File: src/hdl/tts_pkg.sv
`default_nettype none
// ---------------------------------------------------------------------------
// Tick task scheduler package
// Operation codes, result status codes, sequencer states and default sizes.
// ---------------------------------------------------------------------------
package tts_pkg;

  localparam int DefNumSlots  = 8;
  localparam int DefCountBits = 16;

  localparam int OpW     = 2;
  localparam int SlotFw  = 3;
  localparam int FieldW  = 16;
  localparam int StatusW = 2;

  typedef enum logic [OpW-1:0] {
    OP_TICK   = 2'd0,
    OP_ADD    = 2'd1,
    OP_REMOVE = 2'd2,
    OP_RUN    = 2'd3
  } op_e;

  typedef enum logic [StatusW-1:0] {
    ST_DONE       = 2'd0,
    ST_REJECTED   = 2'd1,
    ST_TASK_READY = 2'd2,
    ST_NONE_READY = 2'd3
  } status_e;

  typedef enum logic [2:0] {
    S_IDLE = 3'b001,
    S_READ = 3'b010,
    S_EXEC = 3'b100
  } state_e;

endpackage : tts_pkg
`default_nettype wire

File: src/hdl/tts_slot_mem.sv
`default_nettype none
// ---------------------------------------------------------------------------
// Slot entry memory
// One write port and one read port with registered read data; holds the
// period and countdown of every slot.
// ---------------------------------------------------------------------------
module tts_slot_mem #(
  parameter int Depth = 8,
  parameter int Width = 32,
  parameter int AddrW = 3
) (
  input  wire logic             clk_i,
  input  wire logic             we_i,
  input  wire logic [AddrW-1:0] waddr_i,
  input  wire logic [Width-1:0] wdata_i,
  input  wire logic             re_i,
  input  wire logic [AddrW-1:0] raddr_i,
  output logic      [Width-1:0] rdata_o
);

  logic [Width-1:0] mem_q [Depth];
  logic [Width-1:0] rdata_q;

  always_ff @(posedge clk_i) begin
    if (we_i) begin
      mem_q[waddr_i] <= wdata_i;
    end
    if (re_i) begin
      rdata_q <= mem_q[raddr_i];
    end
  end

  assign rdata_o = rdata_q;

endmodule : tts_slot_mem
`default_nettype wire

File: src/hdl/tts_count_unit.sv
`default_nettype none
// ---------------------------------------------------------------------------
// Countdown unit
// Shared by every slot in turn: decrements a count that is above zero and
// reloads it from a nonzero period when it expires.
// ---------------------------------------------------------------------------
module tts_count_unit #(
  parameter int CountBits = 16
) (
  input  wire logic [CountBits-1:0] count_i,
  input  wire logic [CountBits-1:0] period_i,
  output logic      [CountBits-1:0] next_count_o,
  output logic                      expired_o
);

  logic [CountBits-1:0] dec;

  assign dec          = (count_i != '0) ? count_i - 1'b1 : '0;
  assign expired_o    = (dec == '0);
  assign next_count_o = (expired_o && (period_i != '0)) ? period_i : dec;

endmodule : tts_count_unit
`default_nettype wire

File: src/hdl/tick_task_scheduler.sv
`default_nettype none
// ---------------------------------------------------------------------------
// Tick task scheduler
// Software-timer style task table with slot ids in place of callbacks.
// ---------------------------------------------------------------------------
// Add and remove finish in the cycle they are accepted: the result beat
// appears in the next cycle and busy_o never rises, so another command can
// follow immediately. Tick and run walk the slot table through one
// memory read port and one countdown unit, taking each slot through a
// read state and then an execute state while busy_o stays high. A run
// delivers one beat per ready slot, or a none-ready beat if none is ready;
// the final beat of any command carries last_o. Results are shown for
// exactly one cycle on result_valid_o and cannot be held off by the receiver.
module tick_task_scheduler
  import tts_pkg::*;
#(
  parameter int NUM_SLOTS  = DefNumSlots,
  parameter int COUNT_BITS = DefCountBits
) (
  input  wire logic               clk_i,
  input  wire logic               rst_ni,
  input  wire logic               start_i,
  output logic                    busy_o,
  input  wire logic [OpW-1:0]     op_i,
  input  wire logic [SlotFw-1:0]  slot_i,
  input  wire logic [FieldW-1:0]  initial_delay_i,
  input  wire logic [FieldW-1:0]  reload_period_i,
  output logic                    result_valid_o,
  output logic [StatusW-1:0]      status_o,
  output logic [SlotFw-1:0]       task_slot_o,
  output logic                    last_o
);

  localparam int SlotW  = (NUM_SLOTS > 1) ? $clog2(NUM_SLOTS) : 1;
  localparam int EntryW = 2 * COUNT_BITS;

  state_e                state_q, state_d;
  op_e                   op_q, op_d;
  logic [SlotFw-1:0]     slot_q, slot_d;
  logic [SlotW-1:0]      idx_q, idx_d;
  logic                  found_q, found_d;
  logic [NUM_SLOTS-1:0]  valid_q, valid_d;
  logic [NUM_SLOTS-1:0]  ready_q, ready_d;
  logic                  out_valid_q, out_valid_d;
  status_e               status_q, status_d;
  logic [SlotFw-1:0]     tslot_q, tslot_d;
  logic                  last_q, last_d;

  logic                  accept;
  logic                  slot_ok;
  logic [SlotW-1:0]      slot_idx;
  logic                  is_end;
  logic                  later_any;

  logic                  mem_we;
  logic [SlotW-1:0]      mem_waddr;
  logic [EntryW-1:0]     mem_wdata;
  logic                  mem_re;
  logic [EntryW-1:0]     mem_rdata;

  logic [COUNT_BITS-1:0] cur_count;
  logic [COUNT_BITS-1:0] cur_period;
  logic [COUNT_BITS-1:0] next_count;
  logic                  expired;

  assign busy_o   = (state_q != S_IDLE);
  assign accept   = start_i && !busy_o;
  assign slot_ok  = (32'(slot_i) < NUM_SLOTS);
  assign slot_idx = SlotW'(slot_i);
  assign is_end   = (idx_q == SlotW'(NUM_SLOTS - 1));

  assign cur_count  = mem_rdata[COUNT_BITS-1:0];
  assign cur_period = mem_rdata[EntryW-1:COUNT_BITS];

  tts_slot_mem #(
    .Depth(NUM_SLOTS),
    .Width(EntryW),
    .AddrW(SlotW)
  ) u_mem (
    .clk_i  (clk_i),
    .we_i   (mem_we),
    .waddr_i(mem_waddr),
    .wdata_i(mem_wdata),
    .re_i   (mem_re),
    .raddr_i(idx_q),
    .rdata_o(mem_rdata)
  );

  tts_count_unit #(
    .CountBits(COUNT_BITS)
  ) u_count (
    .count_i     (cur_count),
    .period_i    (cur_period),
    .next_count_o(next_count),
    .expired_o   (expired)
  );

  // Tells whether any slot above the current one is still due in this run.
  always_comb begin
    later_any = 1'b0;
    for (int j = 0; j < NUM_SLOTS; j++) begin
      if ((j > int'(idx_q)) && valid_q[j] && ready_q[j]) begin
        later_any = 1'b1;
      end
    end
  end

  always_comb begin
    state_d     = state_q;
    op_d        = op_q;
    slot_d      = slot_q;
    idx_d       = idx_q;
    found_d     = found_q;
    valid_d     = valid_q;
    ready_d     = ready_q;
    out_valid_d = 1'b0;
    status_d    = status_q;
    tslot_d     = tslot_q;
    last_d      = last_q;
    mem_we      = 1'b0;
    mem_waddr   = idx_q;
    mem_wdata   = {cur_period, next_count};
    mem_re      = 1'b0;

    unique case (state_q)
      S_IDLE: begin
        if (accept) begin
          op_d    = op_e'(op_i);
          slot_d  = slot_i;
          idx_d   = '0;
          found_d = 1'b0;
          case (op_e'(op_i))
            OP_ADD: begin
              out_valid_d = 1'b1;
              tslot_d     = slot_i;
              last_d      = 1'b1;
              if (slot_ok && !valid_q[slot_idx]) begin
                status_d          = ST_DONE;
                valid_d[slot_idx] = 1'b1;
                ready_d[slot_idx] = 1'b0;
                mem_we            = 1'b1;
                mem_waddr         = slot_idx;
                mem_wdata         = {COUNT_BITS'(reload_period_i),
                                     COUNT_BITS'(initial_delay_i)};
              end else begin
                status_d = ST_REJECTED;
              end
            end
            OP_REMOVE: begin
              out_valid_d = 1'b1;
              status_d    = ST_DONE;
              tslot_d     = slot_i;
              last_d      = 1'b1;
              if (slot_ok) begin
                valid_d[slot_idx] = 1'b0;
                ready_d[slot_idx] = 1'b0;
              end
            end
            default: begin
              state_d = S_READ;
            end
          endcase
        end
      end
      S_READ: begin
        mem_re  = 1'b1;
        state_d = S_EXEC;
      end
      S_EXEC: begin
        if (op_q == OP_TICK) begin
          if (valid_q[idx_q]) begin
            mem_we = 1'b1;
            if (expired) begin
              ready_d[idx_q] = 1'b1;
            end
          end
          if (is_end) begin
            out_valid_d = 1'b1;
            status_d    = ST_DONE;
            tslot_d     = slot_q;
            last_d      = 1'b1;
          end
        end else begin
          if (valid_q[idx_q] && ready_q[idx_q]) begin
            out_valid_d    = 1'b1;
            status_d       = ST_TASK_READY;
            tslot_d        = SlotFw'(idx_q);
            last_d         = !later_any;
            found_d        = 1'b1;
            ready_d[idx_q] = 1'b0;
            // One-shot tasks leave the table once they have run.
            if (cur_period == '0) begin
              valid_d[idx_q] = 1'b0;
            end
          end else if (is_end && !found_q) begin
            out_valid_d = 1'b1;
            status_d    = ST_NONE_READY;
            tslot_d     = slot_q;
            last_d      = 1'b1;
          end
        end
        if (is_end) begin
          state_d = S_IDLE;
        end else begin
          idx_d   = idx_q + 1'b1;
          state_d = S_READ;
        end
      end
      default: begin
        state_d = S_IDLE;
      end
    endcase
  end

  always_ff @(posedge clk_i or negedge rst_ni) begin
    if (!rst_ni) begin
      state_q     <= S_IDLE;
      valid_q     <= '0;
      ready_q     <= '0;
      out_valid_q <= 1'b0;
      found_q     <= 1'b0;
    end else begin
      state_q     <= state_d;
      valid_q     <= valid_d;
      ready_q     <= ready_d;
      out_valid_q <= out_valid_d;
      found_q     <= found_d;
    end
  end

  always_ff @(posedge clk_i) begin
    op_q     <= op_d;
    slot_q   <= slot_d;
    idx_q    <= idx_d;
    status_q <= status_d;
    tslot_q  <= tslot_d;
    last_q   <= last_d;
  end

  assign result_valid_o = out_valid_q;
  assign status_o       = status_q;
  assign task_slot_o    = tslot_q;
  assign last_o         = last_q;

endmodule : tick_task_scheduler
`default_nettype wire

File: config.mk
export PLATFORM = sky130hd
export DESIGN_NAME = tick_task_scheduler
export DESIGN_NICKNAME = d
export VERILOG_FILES = /design/src/hdl/tts_pkg.sv /design/src/hdl/tts_slot_mem.sv /design/src/hdl/tts_count_unit.sv /design/src/hdl/tick_task_scheduler.sv
export SDC_FILE = /design/constraint.sdc
export NUM_CORES = 1
export LEC_CHECK = 0
export ABC_AREA = 1
export BUFFER_PORTS_ARGS = -buffer_cell sky130_fd_sc_hd__buf_2
export CORE_UTILIZATION = 50
export DETAILED_ROUTE_END_ITERATION = 10
export PLACE_DENSITY = 0.67
export SYNTH_ARGS = -nofsm -noshare
export SYNTH_HDL_FRONTEND = slang
export SYNTH_SLANG_ARGS = --single-unit
File: constraint.sdc
create_clock -name clk_i -period 9.87 [get_ports clk_i]
set_clock_uncertainty 0.05 [all_clocks]
set_input_delay 0.987 -clock clk_i [delete_from_list [all_inputs] [get_ports clk_i]]
set_output_delay 0.987 -clock clk_i [all_outputs]
set_load 0.01 [all_outputs]
Word-level counts from Yosys, hierarchy flattened --
Memory sizes are Yosys's and may differ from the RTL's. A register that Yosys moved wholly into a read port is not among the register bits. Cells that the tools add are included. Widths: inputs -> output; s select.
Operators by class: $add $sub $neg 2, $lt $le $gt $ge 11, eq/ne operators 21, muxes and demuxes 91, bitwise operators 8, reductions and logical operators 38
Operators by type and width (number):
- $mux 32 | 4
- $mux 8 | 11
- $pmux 8 s2 | 4
- $mux 3 | 14
- $mux 1 | 36
- $and 8x8->8 | 4
- $logic_not 16->1 | 2
- $mux 16 | 2
- $reduce_bool 16->1 | 2
- $logic_and 1x1->1 | 20
- $not 8->8 | 2
- $or 8x8->8 | 2
- $sub 16x1->16 const B | 1
- $ne 2x2->1 const B | 7
- $reduce_and 7->1 | 2
- $gt 3x3->1 const A | 4
- $mux 2 | 6
- $ne 3x3->1 const B | 4
- $pmux 3 s2 | 2
- $reduce_and 5->1 | 2
- $bmux 1 s3 | 3
- $pmux 3 s3 | 1
- $lt 3x4->1 const B | 2
- $pmux 1 s2 | 4
- 21 further kinds | 30
Storage, ports and cells: register bits after elaboration 35, bits in writable memories 256, input bits 40, output and inout port bits 8, memories kept 1
Memories:
- u_mem.mem_q | words 8, width 32, read ports 1, clocked after Yosys merged registers in 1, write ports 1, line tts_slot_mem.sv:21 | logic [Width-1:0] mem_q [Depth];

Depth between registers and ports, before layout --
word-level depth 14, mapped depth 18

Modules after synthesis --
Synthesis repeated with hierarchy kept, for this count alone.
Unflattened totals: cells, all modules 1783, area, all modules 15926.5 um2
Modules (own cells, without submodules):
- tts_slot_mem | instances 1, cells an instance 1156, area each 12192.9 um2
- tick_task_scheduler | instances 1, cells an instance 458, area each 2871.5 um2
- tts_count_unit | instances 1, cells an instance 169, area each 862.1 um2

Worst setup path after synthesis --
Ideal clock, no wire load.
kind input to register, start input port slot_i[2], end memory u_mem.mem_q[6][0], enable pin, library setup time 0.421 ns, arrival 3.579 ns, data required time 9.399 ns, slack 5.819 ns, stages on the path 11, path buffers 2, path through buf_2 inv_1 nand3_1 o22ai_1 nor2_1 nand2_1 nand3_2 buf_2 o21ai_0 nand2_1 nor2_1
Between the ends: cells in the longest elaborated chain, start to end 8
RTL lines:
- start, declared | line tick_task_scheduler.sv:25 | input wire logic [SlotFw-1:0] slot_i,
- $bmux 1 s3 | line tick_task_scheduler.sv:137 | if (slot_ok && !valid_q[slot_idx]) begin
- $mux 1 (not written as such) | line tick_task_scheduler.sv:137
- $mux 1 | line tick_task_scheduler.sv:137
- $mux 1 | line tick_task_scheduler.sv:132 | case (op_e'(op_i))
- $mux 1 | line tick_task_scheduler.sv:127 | if (accept) begin
- $pmux 1 s2 | line tick_task_scheduler.sv:125 | unique case (state_q)
- $mux 1 | line tts_slot_mem.sv:25 | if (we_i) begin
- $mux 1 (not written as such) | line tts_slot_mem.sv:26 | mem_q[waddr_i] <= wdata_i;
- end, declared | line tts_slot_mem.sv:21
Parallel ways exist; a longest one is shown, timed or not. The select of a mux whose other input is x is not followed.

Worst setup path in the final report --
start register state_q[2], end memory u_mem.mem_q[5][5], enable pin
Between the ends: cells in the longest elaborated chain, start to end 7
RTL lines:
- start, declared | line tick_task_scheduler.sv:37 | state_e state_q, state_d;
- start signal, assigned | line tick_task_scheduler.sv:223 | state_q <= state_d;
- $ne 3x1->1 | line tick_task_scheduler.sv:66 | assign busy_o = (state_q != S_IDLE);
- $logic_not 1->1 | line tick_task_scheduler.sv:67 | assign accept = start_i && !busy_o;
- $logic_and 1x1->1 | line tick_task_scheduler.sv:67
- $mux 1 | line tick_task_scheduler.sv:127
- $pmux 1 s2 | line tick_task_scheduler.sv:125
- $mux 1 | line tts_slot_mem.sv:25
- $mux 1 (not written as such) | line tts_slot_mem.sv:26
Parallel ways exist; a longest one is shown, timed or not.

==> reports/results.txt <==
Max Clk Rate = 242 MHz
CTS tree = done
Synth Flop Type = edfxtp_1
Setup Slack @ Placement = 5370 ps
GP Congestion = 0.964
DR pass1 iterations = 5
Layout area overhead = 13.0%
Final ANT Viol Nets = 0
Skew-Pair Late Insertion Delay = 520 ps
Number of port buffers = 47
Die Wd = 167 um
Row cnt = 60
Worst hold margin = 389 ps
Core area = 26900 um^2
Peak supply drop = 0.164 mV
Post-route minimum period = 4130 ps
Class of the worst hold path = input port to asynchronous set/reset pin
PostCTS Resize Cnt = 0
GRT overflow = 0
Initial Utilization = 50.7%
First-pass GRT wire length = 51.2 mm
Critical path, cell by cell = inv_1 -> nor3_4 -> inv_1 -> nor2_2 -> inv_1 -> o21ai_1 -> o211ai_1 -> nor2_4
DR vias = 9088
Register clock-pin slew on the reported worst setup and hold paths = 60 ps
Post-layout net count = 1238
Antenna violations before repair = 0
DRC viols = 0
Fin worst setup slack = 5740 ps
PwrDens = 266 nW/um^2
Worst path slowest cell = nor2_4
Fin crit share = 41.9%
Crit path max fanout = 32
Reg2Reg Launch Point = state_q[2]
Placed instance count = 1495
P_leak = 0.00565 uW
Syn_nets = 1182
Setup TNS = 0 ps
HPWL Detailed = 20.3 mm
CP most frequent cell = inv_1
Crit path DAT = 4190 ps
Max_cap viols = 0
H-tree Lvls = 2
Postcts setup bufs = 0
N_diodes = 0
Total CTS buffers = 35
CTS Buffer Depth = 3
Endpoints failing setup = 0
Layout cells sized above 1 = 12.3%
Max-slew headroom = 17.8%
Crit path max-delay family = simple AND/OR/NAND/NOR gates
Worst Tran Pin Value = 1230 ps
Synthesized instance count = 1135
Syn Std Cell Area = 13600 um^2
CP Launch Type = flop
Cell variety after synth = 38
Largest net degree at the start of global routing = 48
Clock sinks = 323
Worst path required time = 9930 ps
CTS root buf = clkbuf_16
Syn Area/Cell = 12.0 um^2
Drt total wl = 33.4 mm
Vias per inst = 5.84
Sequential share of the synthesized area = 70.4%
RSZ-0062 raised after global routing = no
Yosys warns = 0
Hold bufs inserted after CTS = 0
Max-slew violations = 0
WP buf/inv = 3
Final Non-Filler Cells = 1556
Die area = 27900 um^2
Worst Setup Path Type = flop to flop
Critical path capture point type = flop
Starting DRC count in detailed routing = 829
Number of global-route vias before repair = 8680
Layout fillers = 2214
Status = complete, no violations
Worst Setup SP = state_q[2]
Count of flip-flops with a built-in enable after synthesis = 302
DR WL/cell = 21.4 um
GRT Util Overall = 24.5%
Final Hold Vio Count = 0
Yosys reg bits = 323
Slowest Stage Delay on Critical Path = 1020 ps
Die height = 167 um
Ys async rst share = 6.50%
Io pins = 48
Layout Utilization = 57.3%
==> worst register-to-register path: cells and delay by family, from the launching register on <==
kind / cells / cell delay [ps]
flops: 1 / 380
simple gates: 3 / 1980
compound gates: 2 / 640
buf+inv: 3 / 670
==> synthesized netlist by cell type (3+ instances only) <==
| library cell | instances | share of area [%] |
|---|---|---|
| buf_6 | 3 | 0.25 |
| nand3_1 | 82 | 3.0 |
| o211ai_1 | 4 | 0.22 |
| o22ai_1 | 15 | 0.69 |
| a221oi_1 | 27 | 1.7 |
| nor2_4 | 4 | 0.33 |
| buf_2 | 9 | 0.33 |
| a22o_1 | 23 | 1.5 |
| nand2_2 | 6 | 0.28 |
| o21ai_0 | 44 | 1.6 |
| inv_2 | 7 | 0.19 |
| nor3_1 | 10 | 0.37 |
| nor2_2 | 7 | 0.32 |
| nor4_1 | 4 | 0.18 |
| clkbuf_1 | 21 | 0.58 |
| inv_1 | 96 | 2.6 |
| a22oi_1 | 35 | 1.9 |
| ha_1 | 7 | 0.64 |
| dfrtp_1 | 20 | 3.7 |
| edfxtp_1 | 302 | 67 |
| nand4_1 | 45 | 2.1 |
| nand2_1 | 263 | 7.2 |
| nor2_1 | 61 | 1.7 |
| a21oi_1 | 11 | 0.40 |
| buf_1 | 7 | 0.19 |
| o21bai_1 | 5 | 0.28 |
==> flip-flops by register name, summed over array words and instances, names as in the netlist, named ones only <==
name            flops
u_mem.mem_q       256
u_mem.rdata_o      32
idx_q               3
slot_q              3
state_q             3
task_slot_o         3
op_q                2
status_o            2
found_q             1
last_o              1
result_valid_o      1
==> report_power, final <==
part	leakage, uW	internal [uW]	switching (uW)
Sequential	0.00301	1740	69.8
Combinational	0.00209	271	721
Clock	0.000549	785	510
Total	0.00565	2790	1300
==> through the flow <==
step / power [uW] / cell area (um^2)
after floorplan: 2470 / 13600
after global routing: 4280 / 15400
after detailed placement: 2820 / 14300
final: 4090 / 15400
after global placement: 2800 / 14300
after CTS: 4100 / 15400
==> final cells by class <==
cell class                 instances  area (um^2)  area share (%)
clock buffer                      42          902            5.86
multi-input combinational        664         3500            22.7
clock inverter                    19          240            1.56
tap                              341          427            2.77
sequential                       323         9600            62.3
inverter                         106          399            2.59
timing repair buffer              61          340            2.21
==> layer usage <==
metal | global-route usage (%) | wire, um
met4 | 7.69 | 710
met5 | 0 | 0
met1 | 34.9 | 14400
met3 | 3.90 | 2700
met2 | 38.7 | 15500
==> cells by family after synthesis <==
group	Yosys count	synth area share [%]
AOI/OAI and AO/OA	168	8.55
and+or+nand+nor	489	16.0
buffers and inverters	148	4.39
DFF	323	70.4
adders and majority gates	7	0.643
==> cell usage in the layout (no fill, tap or decap), drive strengths merged, types with 7 or more instances in the layout <==
master and n:
inv 103, o22ai 15, nand2 271, buf 61
o21ai 46, a21oi 11, ha 7, a221oi 27
a22o 23, nand3 84, dfrtp 20, clkbuf 42
clkinv 15, nand4 45, a22oi 35, nor3 11
edfxtp 302, nor2 72
==> final timing paths <==
path | endpoint | slack [ps] | cells after the start
min reg2reg | flop | 420 | 2
min | state_q[2] | 390 | 1
max in group asynchronous | state_q[0] | 9020 | 1
max reg2reg | u_mem.mem_q[5][5] | 5740 | 8
max | u_mem.mem_q[5][5] | 5740 | 8
min in group clk_i | flop | 420 | 2
(Power assumes the default switching activity.)
